--- config.mk ---
export PLATFORM = sky130hd
export DESIGN_NAME = rational_arith_unit_core
export DESIGN_NICKNAME = d
export VERILOG_FILES = /design/src/rau_pkg.sv /design/src/rau_div.sv /design/src/rational_arith_unit_core.sv
export SDC_FILE = /design/constraint.sdc
export NUM_CORES = 2
export LEC_CHECK = 0
export BUFFER_PORTS_ARGS = -buffer_cell sky130_fd_sc_hd__buf_2
export CORE_MARGIN = 1
export CORE_UTILIZATION = 35
export CTS_CLUSTER_DIAMETER = 60
export DETAILED_ROUTE_END_ITERATION = 10
export PLACE_DENSITY = 0.59
export SYNTH_ARGS = -nofsm -noshare
export SYNTH_HDL_FRONTEND = slang
export SYNTH_SLANG_ARGS = --single-unit
--- constraint.sdc ---
create_clock -name clk -period 12 [get_ports clk]
set_input_delay 1.2 -clock clk [delete_from_list [all_inputs] [get_ports clk]]
set_output_delay 1.2 -clock clk [all_outputs]
set_load 0.02 [all_outputs]
--- src/rau_pkg.sv ---
// Package for the rational arithmetic unit.
// Holds the default word width, operation codes and status codes.
// No dependencies.
package rau_pkg;

    localparam int WIDTH_DEF = 32;

    localparam logic [1:0] OP_ADD = 2'd0;
    localparam logic [1:0] OP_SUB = 2'd1;
    localparam logic [1:0] OP_MUL = 2'd2;
    localparam logic [1:0] OP_DIV = 2'd3;

    localparam logic [1:0] ST_OK      = 2'd0;
    localparam logic [1:0] ST_DIVZERO = 2'd1;
    localparam logic [1:0] ST_OVF     = 2'd2;
    localparam logic [1:0] ST_ZERODEN = 2'd3;

endpackage

--- src/rau_div.sv ---
// Bit-serial restoring divider for unsigned words, one quotient bit per cycle.
// Used by the rational arithmetic unit; depends on no package.
module rau_div #(
    parameter int WIDTH = 32
) (
    input  logic             clk,
    input  logic             rst_n,
    input  logic             start,
    input  logic [WIDTH-1:0] dividend,
    input  logic [WIDTH-1:0] divisor,
    output logic             done,
    output logic [WIDTH-1:0] quot,
    output logic [WIDTH-1:0] rem
);

    localparam int CW = $clog2(WIDTH + 1);

    logic [CW-1:0]    cnt_reg, cnt_next;
    logic             run_reg, run_next;
    logic             done_reg, done_next;
    logic [WIDTH:0]   rem_reg, rem_next;
    logic [WIDTH-1:0] quot_reg, quot_next;
    logic [WIDTH-1:0] dvs_reg, dvs_next;
    logic [WIDTH:0]   trial;
    logic [WIDTH:0]   shifted;

    always_comb
    begin
        cnt_next  = cnt_reg;
        run_next  = run_reg;
        done_next = 1'b0;
        rem_next  = rem_reg;
        quot_next = quot_reg;
        dvs_next  = dvs_reg;
        shifted   = {rem_reg[WIDTH-1:0], quot_reg[WIDTH-1]};
        trial     = shifted - {1'b0, dvs_reg};
        if (start)
        begin
            run_next  = 1'b1;
            cnt_next  = CW'(WIDTH);
            rem_next  = '0;
            quot_next = dividend;
            dvs_next  = divisor;
        end
        else if (run_reg)
        begin
            if (!trial[WIDTH])
            begin
                rem_next  = trial;
                quot_next = {quot_reg[WIDTH-2:0], 1'b1};
            end
            else
            begin
                rem_next  = shifted;
                quot_next = {quot_reg[WIDTH-2:0], 1'b0};
            end
            cnt_next = cnt_reg - 1'b1;
            if (cnt_reg == CW'(1))
            begin
                run_next  = 1'b0;
                done_next = 1'b1;
            end
        end
    end

    always_ff @(posedge clk or negedge rst_n)
    begin
        if (!rst_n)
        begin
            cnt_reg  <= '0;
            run_reg  <= 1'b0;
            done_reg <= 1'b0;
        end
        else
        begin
            cnt_reg  <= cnt_next;
            run_reg  <= run_next;
            done_reg <= done_next;
        end
    end

    always_ff @(posedge clk)
    begin
        rem_reg  <= rem_next;
        quot_reg <= quot_next;
        dvs_reg  <= dvs_next;
    end

    assign done = done_reg;
    assign quot = quot_reg;
    assign rem  = rem_reg[WIDTH-1:0];

endmodule

--- src/rational_arith_unit_core.sv ---
// Top level of the rational arithmetic unit: sequencer, shared multiplier and
// reduction by Euclidean gcd. Depends on rau_pkg and rau_div.
//
// Channel   Direction  Handshake            Payload
// command   in         start, busy          op, a_num, a_den, b_num, b_den
// result    out        valid (one cycle)    res_num, res_den, status
//
// A word takes a data-dependent time: sequencing states plus the passes of the
// shared serial divider. One gcd reduction needs one pass per Euclid step and
// two more for the quotients; subtract and divide need two reductions. Reset
// clears the sequencer. The result cannot be stalled.
module rational_arith_unit_core #(
    parameter int WIDTH = rau_pkg::WIDTH_DEF
) (
    input  logic                    clk,
    input  logic                    rst_n,
    input  logic                    start,
    output logic                    busy,
    input  logic [1:0]              op,
    input  logic signed [WIDTH-1:0] a_num,
    input  logic signed [WIDTH-1:0] a_den,
    input  logic signed [WIDTH-1:0] b_num,
    input  logic signed [WIDTH-1:0] b_den,
    output logic                    valid,
    output logic signed [WIDTH-1:0] res_num,
    output logic [WIDTH-2:0]        res_den,
    output logic [1:0]              status
);

    localparam logic [4:0] S_IDLE  = 5'd0;
    localparam logic [4:0] S_CHECK = 5'd1;
    localparam logic [4:0] S_ADDL  = 5'd2;
    localparam logic [4:0] S_ADDR  = 5'd3;
    localparam logic [4:0] S_ADDD  = 5'd4;
    localparam logic [4:0] S_ADDE  = 5'd5;
    localparam logic [4:0] S_MULN  = 5'd6;
    localparam logic [4:0] S_MULD  = 5'd7;
    localparam logic [4:0] S_MULE  = 5'd8;
    localparam logic [4:0] S_GCD   = 5'd9;
    localparam logic [4:0] S_GCDW  = 5'd10;
    localparam logic [4:0] S_G     = 5'd11;
    localparam logic [4:0] S_QN    = 5'd12;
    localparam logic [4:0] S_QD    = 5'd13;
    localparam logic [4:0] S_FIN   = 5'd14;
    localparam logic [4:0] S_OUT   = 5'd15;

    localparam logic [1:0] RET_ADD = 2'd0;
    localparam logic [1:0] RET_MUL = 2'd1;
    localparam logic [1:0] RET_OUT = 2'd2;

    localparam logic [WIDTH-1:0]   MAX_W  = {1'b0, {(WIDTH-1){1'b1}}};
    localparam logic [WIDTH-1:0]   MINMAG = {1'b1, {(WIDTH-1){1'b0}}};
    localparam logic [2*WIDTH-1:0] MAX_P  = {{(WIDTH+1){1'b0}}, {(WIDTH-1){1'b1}}};

    function automatic logic [WIDTH-1:0] mag(input logic [WIDTH-1:0] x);
        mag = x[WIDTH-1] ? (~x + 1'b1) : x;
    endfunction

    logic [4:0]              state_reg, state_next;
    logic [1:0]              op_reg, op_next;
    logic [1:0]              ret_reg, ret_next;
    logic signed [WIDTH-1:0] an_reg, an_next, ad_reg, ad_next;
    logic signed [WIDTH-1:0] bn_reg, bn_next, bd_reg, bd_next;
    logic signed [WIDTH-1:0] l_reg, l_next, s_reg, s_next;
    logic [2*WIDTH-1:0]      p_mag_reg, p_mag_next;
    logic                    p_neg_reg, p_neg_next;
    logic [WIDTH-1:0]        mn_reg, mn_next, md_reg, md_next;
    logic                    nneg_reg, nneg_next, dneg_reg, dneg_next;
    logic [WIDTH-1:0]        x_reg, x_next, y_reg, y_next, g_reg, g_next;
    logic                    valid_reg, valid_next;
    logic signed [WIDTH-1:0] rn_reg, rn_next;
    logic [WIDTH-2:0]        rd_reg, rd_next;
    logic [1:0]              st_reg, st_next;

    logic [WIDTH-1:0] mul_x, mul_y;
    logic             p_ok;
    logic [WIDTH-1:0] p_val;
    logic [WIDTH:0]   sum;
    logic             sum_ok;
    logic             div_start, div_done;
    logic [WIDTH-1:0] div_a, div_b, div_q, div_r;
    logic             fin_neg, fin_ok;
    logic [WIDTH-1:0] fin_md, fin_val;

    rau_div #(.WIDTH(WIDTH)) u_div (
        .clk      (clk),
        .rst_n    (rst_n),
        .start    (div_start),
        .dividend (div_a),
        .divisor  (div_b),
        .done     (div_done),
        .quot     (div_q),
        .rem      (div_r)
    );

    always_comb
    begin
        case (state_reg)
            S_ADDL:  begin mul_x = an_reg; mul_y = bd_reg; end
            S_ADDR:  begin mul_x = bn_reg; mul_y = ad_reg; end
            S_MULN:  begin mul_x = an_reg; mul_y = bn_reg; end
            default: begin mul_x = ad_reg; mul_y = bd_reg; end
        endcase
        p_mag_next = {{WIDTH{1'b0}}, mag(mul_x)} * {{WIDTH{1'b0}}, mag(mul_y)};
        p_neg_next = mul_x[WIDTH-1] ^ mul_y[WIDTH-1];
        p_ok   = p_mag_reg <= (MAX_P + {{(2*WIDTH-1){1'b0}}, p_neg_reg});
        p_val  = p_neg_reg ? (~p_mag_reg[WIDTH-1:0] + 1'b1) : p_mag_reg[WIDTH-1:0];
        sum    = {l_reg[WIDTH-1], l_reg} + {p_val[WIDTH-1], p_val};
        sum_ok = sum[WIDTH] == sum[WIDTH-1];
        fin_neg = (mn_reg != '0) && (nneg_reg != dneg_reg);
        fin_md  = (mn_reg == '0) ? {{(WIDTH-1){1'b0}}, 1'b1} : md_reg;
        fin_ok  = (fin_md <= MAX_W) && (fin_neg ? (mn_reg <= MINMAG) : (mn_reg <= MAX_W));
        fin_val = fin_neg ? (~mn_reg + 1'b1) : mn_reg;
    end

    always_comb
    begin
        state_next = state_reg;
        op_next    = op_reg;
        ret_next   = ret_reg;
        an_next    = an_reg;
        ad_next    = ad_reg;
        bn_next    = bn_reg;
        bd_next    = bd_reg;
        l_next     = l_reg;
        s_next     = s_reg;
        mn_next    = mn_reg;
        md_next    = md_reg;
        nneg_next  = nneg_reg;
        dneg_next  = dneg_reg;
        x_next     = x_reg;
        y_next     = y_reg;
        g_next     = g_reg;
        valid_next = 1'b0;
        rn_next    = rn_reg;
        rd_next    = rd_reg;
        st_next    = st_reg;
        div_start  = 1'b0;
        div_a      = x_reg;
        div_b      = y_reg;
        case (state_reg)
            S_IDLE:
            begin
                if (start)
                begin
                    op_next    = op;
                    an_next    = a_num;
                    ad_next    = a_den;
                    bn_next    = b_num;
                    bd_next    = b_den;
                    st_next    = rau_pkg::ST_OK;
                    rn_next    = '0;
                    rd_next    = {{(WIDTH-2){1'b0}}, 1'b1};
                    state_next = S_CHECK;
                end
            end
            S_CHECK:
            begin
                ret_next = RET_OUT;
                if (ad_reg == '0 || bd_reg == '0)
                begin
                    st_next    = rau_pkg::ST_ZERODEN;
                    state_next = S_OUT;
                end
                else if (op_reg == rau_pkg::OP_DIV && bn_reg == '0)
                begin
                    st_next    = rau_pkg::ST_DIVZERO;
                    state_next = S_OUT;
                end
                else
                begin
                    case (op_reg)
                        rau_pkg::OP_ADD: state_next = S_ADDL;
                        rau_pkg::OP_SUB:
                        begin
                            if (bn_reg == MINMAG)
                            begin
                                st_next    = rau_pkg::ST_OVF;
                                state_next = S_OUT;
                            end
                            else
                            begin
                                mn_next    = mag(bn_reg);
                                nneg_next  = ~bn_reg[WIDTH-1];
                                md_next    = mag(bd_reg);
                                dneg_next  = bd_reg[WIDTH-1];
                                x_next     = mag(bn_reg);
                                y_next     = mag(bd_reg);
                                ret_next   = RET_ADD;
                                state_next = S_GCD;
                            end
                        end
                        rau_pkg::OP_MUL: state_next = S_MULN;
                        default:
                        begin
                            mn_next    = mag(bd_reg);
                            nneg_next  = bd_reg[WIDTH-1];
                            md_next    = mag(bn_reg);
                            dneg_next  = bn_reg[WIDTH-1];
                            x_next     = mag(bd_reg);
                            y_next     = mag(bn_reg);
                            ret_next   = RET_MUL;
                            state_next = S_GCD;
                        end
                    endcase
                end
            end
            S_ADDL:
            begin
                ret_next   = RET_OUT;
                state_next = S_ADDR;
            end
            S_ADDR:
            begin
                l_next     = p_val;
                state_next = p_ok ? S_ADDD : S_OUT;
                if (!p_ok)
                begin
                    st_next = rau_pkg::ST_OVF;
                end
            end
            S_ADDD:
            begin
                s_next     = sum[WIDTH-1:0];
                state_next = (p_ok && sum_ok) ? S_ADDE : S_OUT;
                if (!(p_ok && sum_ok))
                begin
                    st_next = rau_pkg::ST_OVF;
                end
            end
            S_ADDE:
            begin
                mn_next    = mag(s_reg);
                nneg_next  = s_reg[WIDTH-1];
                md_next    = mag(p_val);
                dneg_next  = p_val[WIDTH-1];
                x_next     = mag(s_reg);
                y_next     = mag(p_val);
                state_next = p_ok ? S_GCD : S_OUT;
                if (!p_ok)
                begin
                    st_next = rau_pkg::ST_OVF;
                end
            end
            S_MULN:
            begin
                ret_next   = RET_OUT;
                state_next = (an_reg == '0 || bn_reg == '0) ? S_OUT : S_MULD;
            end
            S_MULD:
            begin
                s_next     = p_val;
                state_next = p_ok ? S_MULE : S_OUT;
                if (!p_ok)
                begin
                    st_next = rau_pkg::ST_OVF;
                end
            end
            S_MULE:
            begin
                mn_next    = mag(s_reg);
                nneg_next  = s_reg[WIDTH-1];
                md_next    = mag(p_val);
                dneg_next  = p_val[WIDTH-1];
                x_next     = mag(s_reg);
                y_next     = mag(p_val);
                state_next = p_ok ? S_GCD : S_OUT;
                if (!p_ok)
                begin
                    st_next = rau_pkg::ST_OVF;
                end
            end
            S_GCD:
            begin
                if (y_reg == '0)
                begin
                    state_next = S_G;
                end
                else
                begin
                    div_start  = 1'b1;
                    state_next = S_GCDW;
                end
            end
            S_GCDW:
            begin
                if (div_done)
                begin
                    x_next     = y_reg;
                    y_next     = div_r;
                    state_next = S_GCD;
                end
            end
            S_G:
            begin
                g_next     = (x_reg == '0) ? {{(WIDTH-1){1'b0}}, 1'b1} : x_reg;
                div_a      = mn_reg;
                div_b      = g_next;
                div_start  = 1'b1;
                state_next = S_QN;
            end
            S_QN:
            begin
                div_a = md_reg;
                div_b = g_reg;
                if (div_done)
                begin
                    mn_next    = div_q;
                    div_start  = 1'b1;
                    state_next = S_QD;
                end
            end
            S_QD:
            begin
                if (div_done)
                begin
                    md_next    = div_q;
                    state_next = S_FIN;
                end
            end
            S_FIN:
            begin
                if (!fin_ok)
                begin
                    st_next    = rau_pkg::ST_OVF;
                    state_next = S_OUT;
                end
                else
                begin
                    case (ret_reg)
                        RET_ADD:
                        begin
                            bn_next    = fin_val;
                            bd_next    = fin_md;
                            state_next = S_ADDL;
                        end
                        RET_MUL:
                        begin
                            bn_next    = fin_val;
                            bd_next    = fin_md;
                            state_next = S_MULN;
                        end
                        default:
                        begin
                            rn_next    = fin_val;
                            rd_next    = fin_md[WIDTH-2:0];
                            state_next = S_OUT;
                        end
                    endcase
                end
            end
            S_OUT:
            begin
                if (st_reg != rau_pkg::ST_OK)
                begin
                    rn_next = '0;
                    rd_next = {{(WIDTH-2){1'b0}}, 1'b1};
                end
                valid_next = 1'b1;
                state_next = S_IDLE;
            end
            default: state_next = S_IDLE;
        endcase
    end

    always_ff @(posedge clk or negedge rst_n)
    begin
        if (!rst_n)
        begin
            state_reg <= S_IDLE;
            valid_reg <= 1'b0;
        end
        else
        begin
            state_reg <= state_next;
            valid_reg <= valid_next;
        end
    end

    always_ff @(posedge clk)
    begin
        op_reg    <= op_next;
        ret_reg   <= ret_next;
        an_reg    <= an_next;
        ad_reg    <= ad_next;
        bn_reg    <= bn_next;
        bd_reg    <= bd_next;
        l_reg     <= l_next;
        s_reg     <= s_next;
        p_mag_reg <= p_mag_next;
        p_neg_reg <= p_neg_next;
        mn_reg    <= mn_next;
        md_reg    <= md_next;
        nneg_reg  <= nneg_next;
        dneg_reg  <= dneg_next;
        x_reg     <= x_next;
        y_reg     <= y_next;
        g_reg     <= g_next;
        rn_reg    <= rn_next;
        rd_reg    <= rd_next;
        st_reg    <= st_next;
    end

    assign busy    = state_reg != S_IDLE;
    assign valid   = valid_reg;
    assign res_num = rn_reg;
    assign res_den = rd_reg;
    assign status  = st_reg;

endmodule

======== Word level (Yosys, flattened, before mapping) ========
Cells that the tools add are included.
cells by class
  $add $sub $neg .......................... 12
  multiply operators ...................... 1
  divide/modulo/power cells ............... 0
  magnitude comparators ................... 4
  equal/unequal tests ..................... 40
  shift-type cells ........................ 0
  multiplexer cells ....................... 106
  bitwise gates (word level) .............. 10
  reduce and logical (&&, ||, !) cells .... 43
operator list
  operator                                                                             count
  32-bit 2-to-1 mux                                                                    32
  32-bit one-hot mux with 2 select lines                                               9
  32-bit one-hot mux with 3 select lines                                               5
  32-bit by 1-bit adder with 32-bit output (second input constant)                     8
  32-bit inverter                                                                      8
  32-bit zero test                                                                     7
  31-bit 2-to-1 mux                                                                    4
  31-bit one-hot mux with 3 select lines                                               1
  5-bit one-hot mux with 14 select lines                                               1
  32-bit by 31-bit less-or-equal comparator with 1-bit output (second input constant)  2
  64-bit by 32-bit less-or-equal comparator with 1-bit output                          1
  32-bit by 32-bit multiplier with 64-bit output                                       1
  5-bit by 4-bit == test with 1-bit output (second input constant)                     8
  32-bit by 32-bit adder with 33-bit output                                            1
  33-bit by 32-bit subtractor with 33-bit output                                       1
  31-bit by 1-bit adder with 32-bit output (first input constant)                      1
  32-bit == test (second input constant)                                               1
  32-bit less-or-equal comparator (second input constant)                              1
  32-bit nonzero test                                                                  1
  4-bit 2-to-1 mux                                                                     6
  2-bit 2-to-1 mux                                                                     11
  2-bit inequality test (second input constant)                                        11
  5-bit by 3-bit == test with 1-bit output (second input constant)                     4
  5-bit 2-to-1 mux                                                                     4
  36 further kinds                                                                     87
storage, ports and cells
  bits in registers ....................... 598
  bits in latches ......................... 0
  memory bits (writable) .................. 0
  ROM bits ................................ 0
  input bits .............................. 133
  output and inout port bits .............. 67
  logic and storage cells ................. 244
  memories ................................ 0

======== Depth between registers and ports, before layout ========
  word-level depth ........................ 8
  depth in mapped cells ................... 48
  gate-level depth less buffers ........... 41

======== By module ========
A second synthesis with hierarchy kept.
second synthesis, totals
  cell total of the unflattened synthesis .. 7390
  area total of the unflattened synthesis .. 67777.5 µm²
by module, submodules not included
  module                    times used  cells an instance  area each (µm²)  sequential area each (µm²)
  rational_arith_unit_core  1           6809               61890.6          14128.6
  rau_div                   1           581                5886.9           2762.6

======== Least setup slack after synthesis ========
Ideal clock, no wire load.
  path type ............................... reg-to-reg
  start point ............................. reg state_reg[0]
  end point ............................... reg p_mag_reg[57]
  library setup time ...................... 0.116 ns
  data arrival time ....................... 11.002 ns
  required time ........................... 11.884 ns
  slack ................................... 0.882 ns
  cell stages (with the launch flop) ...... 45
  buffers on the path ..................... 8
  clock period less this slack ............ 11.118 ns
  cell sequence ........................... dfrtp_1 clkbuf_1 clkbuf_1 clkbuf_1 clkbuf_1 buf_1 o22ai_1 nand2_1 o21a_1 clkbuf_1 inv_1 clkbuf_1 ha_1 inv_1 or2_2 nor4_1 and2_1 and3_1 [9 not listed] fa_1 inv_1 fa_1 inv_1 fa_1 fa_1 fa_1 ha_1 a21o_1 a21o_1 a21oi_1 o21ai_0 a2111oi_0 o31a_1 o221ai_1 a21o_1 or4_1 and4_1
on the way
  cells in the longest elaborated chain, start to end .. 7
  elaborated cells between the ends (all ways) .. 13
  those cells by class .................... 2 x add/sub; 1 x mul; 3 x eq/ne; 4 x mux; 2 x bitwise; 1 x reduce/logical
RTL lines
  what                                                                                                         line                             RTL
  start: declaration                                                                                           rational_arith_unit_core.sv:59   logic [4:0] state_reg, state_next;
  start signal: assignment                                                                                     rational_arith_unit_core.sv:375  state_reg <= state_next;
  5-bit by 3-bit == test with 1-bit output / 5-bit by 2-bit == test with 1-bit output (equally long branches)  rational_arith_unit_core.sv:98   case (state_reg)
  2-bit OR reduction (no line)                                                                                 --
  32-bit one-hot mux with 2 select lines                                                                       rational_arith_unit_core.sv:98
  32-bit inverter                                                                                              rational_arith_unit_core.sv:56   mag = x[WIDTH-1] ? (~x + 1'b1) : x;
  32-bit by 1-bit adder with 32-bit output                                                                     rational_arith_unit_core.sv:56
  32-bit 2-to-1 mux                                                                                            rational_arith_unit_core.sv:56
  32-bit by 32-bit multiplier with 64-bit output (*)                                                           rational_arith_unit_core.sv:104  p_mag_next = {{WIDTH{1'b0}}, mag(mul_x)} * {{WIDTH{1'b0}}, mag(mul_y)};
  via p_mag_next[57]                                                                                           rational_arith_unit_core.sv:65   logic [2*WIDTH-1:0] p_mag_reg, p_mag_next;
  end signal: assignment                                                                                       rational_arith_unit_core.sv:390  p_mag_reg <= p_mag_next;
  end: declaration                                                                                             rational_arith_unit_core.sv:65
The timed path passes the listed nets; every way through them passes the cells marked *.
A chain may end at the register's enable or synchronous reset.

======== Worst setup path after layout ========
Same ends and word-level chain as after synthesis.

==> impl_metrics.xml <==
<?xml version="1.0" encoding="UTF-8"?>
<metrics>
  <group name="worst_setup_path">
    <metric name="cpPeakStageDelay" unit="ns">0.60</metric>
    <metric name="critical_path.slowest_cell" unit="">fa_1</metric>
    <metric name="timing.reg2reg.setup_slack" unit="ns">0.40</metric>
    <metric name="critPathMostFrequentCell" unit="">fa_1</metric>
    <metric name="path_class" unit="">flip-flop to flip-flop</metric>
    <metric name="worstSetupEndpointType" unit="">flip-flop</metric>
    <metric name="startpoint" unit="">state_reg[0]</metric>
    <metric name="critPathRequiredTime" unit="ns">12.59</metric>
    <metric name="worst_r2r_path_depth" unit="">35</metric>
    <metric name="cp_data_arrival_time" unit="ns">12.19</metric>
    <metric name="crit-reg2reg-launch" unit="">state_reg[0]</metric>
    <metric name="crit_path_max_fanout" unit="">38</metric>
    <metric name="worst_setup_path_start_kind" unit="">flip-flop</metric>
    <metric name="reg2reg_to" unit="">p_mag_reg[57]</metric>
    <metric name="worst_setup_path_endpoint" unit="">p_mag_reg[57]</metric>
  </group>
  <group name="global_route">
    <metric name="grt_pass1_wl" unit="µm">373000</metric>
    <metric name="grt_antenna_before_repair" unit="">6</metric>
    <metric name="globalRoute.totalOverflow" unit="">0</metric>
    <metric name="grt_max_degree" unit="">96</metric>
    <metric name="grt_pass1_vias" unit="">56097</metric>
    <metric name="grt_use_total" unit="%">26.2</metric>
  </group>
  <group name="routing">
    <metric name="antenna_violating_nets_post_route" unit="">0</metric>
    <metric name="wl" unit="µm">255000</metric>
    <metric name="dr.pass1.iters" unit="">9</metric>
    <metric name="detailedRoute.firstIterationViolations" unit="">6020</metric>
    <metric name="drcViolationCount" unit="">0</metric>
    <metric name="vias" unit="">55690</metric>
    <metric name="routed_wire_length_per_instance" unit="µm">25.5</metric>
    <metric name="detail_route.vias_per_cell" unit="">5.58</metric>
  </group>
  <group name="sta">
    <metric name="setup_viol" unit="">0</metric>
    <metric name="final.min_clock_period" unit="ns">11.60</metric>
    <metric name="period_share" unit="%">96.6</metric>
    <metric name="fin_worst_skew" unit="ns">0.0723</metric>
    <metric name="slew_headroom" unit="%">3.66</metric>
    <metric name="achievable-frequency" unit="MHz">86.2</metric>
    <metric name="setup_total_negative_slack" unit="ns">0</metric>
    <metric name="unrepaired_setup_endpoints_after_global_routing" unit="">no</metric>
    <metric name="worst_slack" unit="ns">0.403</metric>
    <metric name="final-hold-violation-count" unit="">0</metric>
    <metric name="tightest_slew" unit="ns">1.43</metric>
    <metric name="timing.final.max_slew_violations" unit="">0</metric>
  </group>
  <group name="floorplan">
    <metric name="die_area" unit="µm²">194000</metric>
    <metric name="start_util" unit="%">35.3</metric>
    <metric name="coreArea" unit="µm²">191000</metric>
    <metric name="fp-row-count" unit="">160</metric>
    <metric name="die_span_in_x" unit="µm">441</metric>
    <metric name="design.portCount" unit="">200</metric>
    <metric name="dieHeight" unit="µm">441</metric>
  </group>
  <group name="outcome">
    <metric name="status" unit="">complete, no violations</metric>
  </group>
  <group name="logic_synthesis">
    <metric name="synth-main-ff-cell" unit="">edfxtp_1</metric>
    <metric name="synth_area_per_cell" unit="µm²">9.19</metric>
    <metric name="synth_top_cells_by_area" unit="">fa_1 27%, edfxtp_1 22%, ha_1 6.9%, nand2_1 5.6%, inv_1 5.5%</metric>
    <metric name="postSynthCellCount" unit="">7325</metric>
    <metric name="post_synth_edffs" unit="">487</metric>
    <metric name="synth-async-reset-ratio" unit="%">2.18</metric>
    <metric name="yosys.cell_types.count" unit="">84</metric>
    <metric name="post_synthesis_sequential_area_ratio" unit="%">25.1</metric>
    <metric name="mappedNetlistArea" unit="µm²">67300</metric>
    <metric name="yosys.area.top_type_share" unit="%">26.7</metric>
    <metric name="synth-seq-cells" unit="">597</metric>
    <metric name="yosys_warnings" unit="">0</metric>
    <metric name="yosysTopAreaCell" unit="">fa_1</metric>
    <metric name="mappedNetlistNets" unit="">8725</metric>
  </group>
  <group name="cts">
    <metric name="clock-sinks" unit="">597</metric>
    <metric name="numCtsBuffers" unit="">79</metric>
    <metric name="worst_skew_pair.late_latency" unit="ns">0.74</metric>
    <metric name="max-clock-path-buffers" unit="">3</metric>
    <metric name="cts_htree_levels" unit="">3</metric>
    <metric name="cts.clk_slew.worst_paths" unit="ns">0.06</metric>
    <metric name="cts.root.buffer_cell" unit="">clkbuf_16</metric>
    <metric name="tritoncts_clock_tree" unit="">yes</metric>
  </group>
  <group name="placed_design">
    <metric name="globalplace.congestion" unit="">0.992</metric>
    <metric name="placement.cell_area" unit="µm²">72000</metric>
    <metric name="worst_slack_after_detailed_placement" unit="ns">0.0392</metric>
    <metric name="buffer_ports.inserted" unit="">199</metric>
    <metric name="hpwlAfterDp" unit="µm">204000</metric>
  </group>
  <group name="final_layout">
    <metric name="layout.filler_cells" unit="">19143</metric>
    <metric name="final_nets" unit="">8803</metric>
    <metric name="postLayoutCellArea" unit="µm²">74700</metric>
    <metric name="drive_gt1_share" unit="%">8.75</metric>
    <metric name="area_growth" unit="%">10.9</metric>
    <metric name="multi_input_comb_area" unit="µm²">45800</metric>
    <metric name="finish.utilization" unit="%">39.2</metric>
    <metric name="layout.area.seq" unit="µm²">16900</metric>
    <metric name="largest_register_ffs" unit="">64</metric>
  </group>
  <group name="job">
    <metric name="timing.max_cap.violations" unit="">0</metric>
  </group>
  <group name="min_path">
    <metric name="hold_path_class" unit="">primary input to async pin</metric>
  </group>
</metrics>
==> cell usage in the layout, fill, tap and decap left out, types with 46 or more instances in the layout <==
master and count:
nand2_1 1003, inv_1 979, fa_1 898, nor2_1 870
edfxtp_1 487, ha_1 369, a21oi_1 218, xnor2_1 215
buf_4 207, buf_2 199, o21ai_0 165, o211ai_1 163
a21o_1 148, xor2_1 143, a22oi_1 100, dfxtp_1 96
clkbuf_16 79, a31oi_1 75, nor4_1 63, nand3_1 63
o31ai_1 62, nor3_1 61, nand2b_1 60, and2_1 59
a211oi_1 46
==> Yosys cell counts, types with 31 or more instances <==
cell,n
o211ai_1,163
o31ai_1,62
xnor2_1,245
inv_1,980
dfxtp_1,97
xor2_1,155
edfxtp_1,487
a31oi_1,76
and2_1,60
fa_1,898
o21ai_0,166
nand4_1,33
nand2b_1,61
a21oi_1,221
nand3_1,64
nor2_1,876
nor3_1,63
ha_1,369
a211oi_1,48
a22oi_1,100
clkbuf_1,379
or3_1,31
nor4_1,67
a21o_1,148
nand2_1,1004
mux2i_1,35
==> stage by stage <==
| stage | hold slack, ns | cells |
|---|---|---|
| floorplan | 0.479 | 7325 |
| global placement | 0.502 | 9833 |
| detailed placement | 0.502 | 9833 |
| CTS | 0.408 | 9974 |
| global route | 0.452 | 9975 |
| finish | 0.445 | 9975 |
==> worst max-delay path, delay by kind of cell (launching register included) <==
kind / cells / cell delay, ns
compound gates: 9 / 2.28
simple gates: 9 / 2.62
fa+ha+maj: 9 / 4.54
flops: 1 / 0.53
xor+xnor: 1 / 0.31
buf+inv: 7 / 1.16
==> worst min path at each step <==
stage	start	to	slack (ns)	depth (start not counted)
after floorplan	u_div.rem_reg[0]	u_div.rem_reg[0]	0.48	2
after global placement	x_reg[20]	g_reg[20]	0.50	0
after detailed placement	x_reg[30]	g_reg[30]	0.50	0
after CTS	rst_n	u_div.cnt_reg[1]	0.41	1
after global routing	rst_n	u_div.cnt_reg[1]	0.45	1
final	rst_n	u_div.cnt_reg[1]	0.44	1
==> area by class of cell <==
class | instances | area share [%]
inverter | 984 | 4.95
clock inverter | 49 | 0.719
tap | 2511 | 4.21
clock buffer | 92 | 2.78
sequential | 597 | 22.6
multi-input combinational | 5335 | 61.3
antenna | 1 | 0.00335
timing repair buffer | 406 | 3.42
==> cells by family after synthesis <==
| family | synth area share (%) |
|---|---|
| AND/OR/NAND/NOR | 15.5 |
| AO/OA/AOI/OAI | 12.2 |
| buffers and inverters | 7.80 |
| adder cells (fa/ha/maj) | 33.6 |
| flip-flops | 25.1 |
| multiplexers | 0.621 |
| XOR/XNOR | 5.20 |
==> what timing repair did <==
action | 4_1_cts | 5_1_grt
endpoints found under the hold margin | 0 | 0
setup buffers | 0 | 0
gates resized for setup | 1 | 10
setup endpoints to repair | 1 | 7
hold buffers | 0 | 0
==> layer usage <==
metal / track usage [%] / wire, µm
met1: 31.3 / 93400
met2: 41.8 / 116000
met3: 6.09 / 23900
met4: 17.9 / 20900
met5: 0 / 10
Power is left out: the tool's default activity adds up to more than one toggle a clock period on the data nets, which glitch-free logic cannot reach.
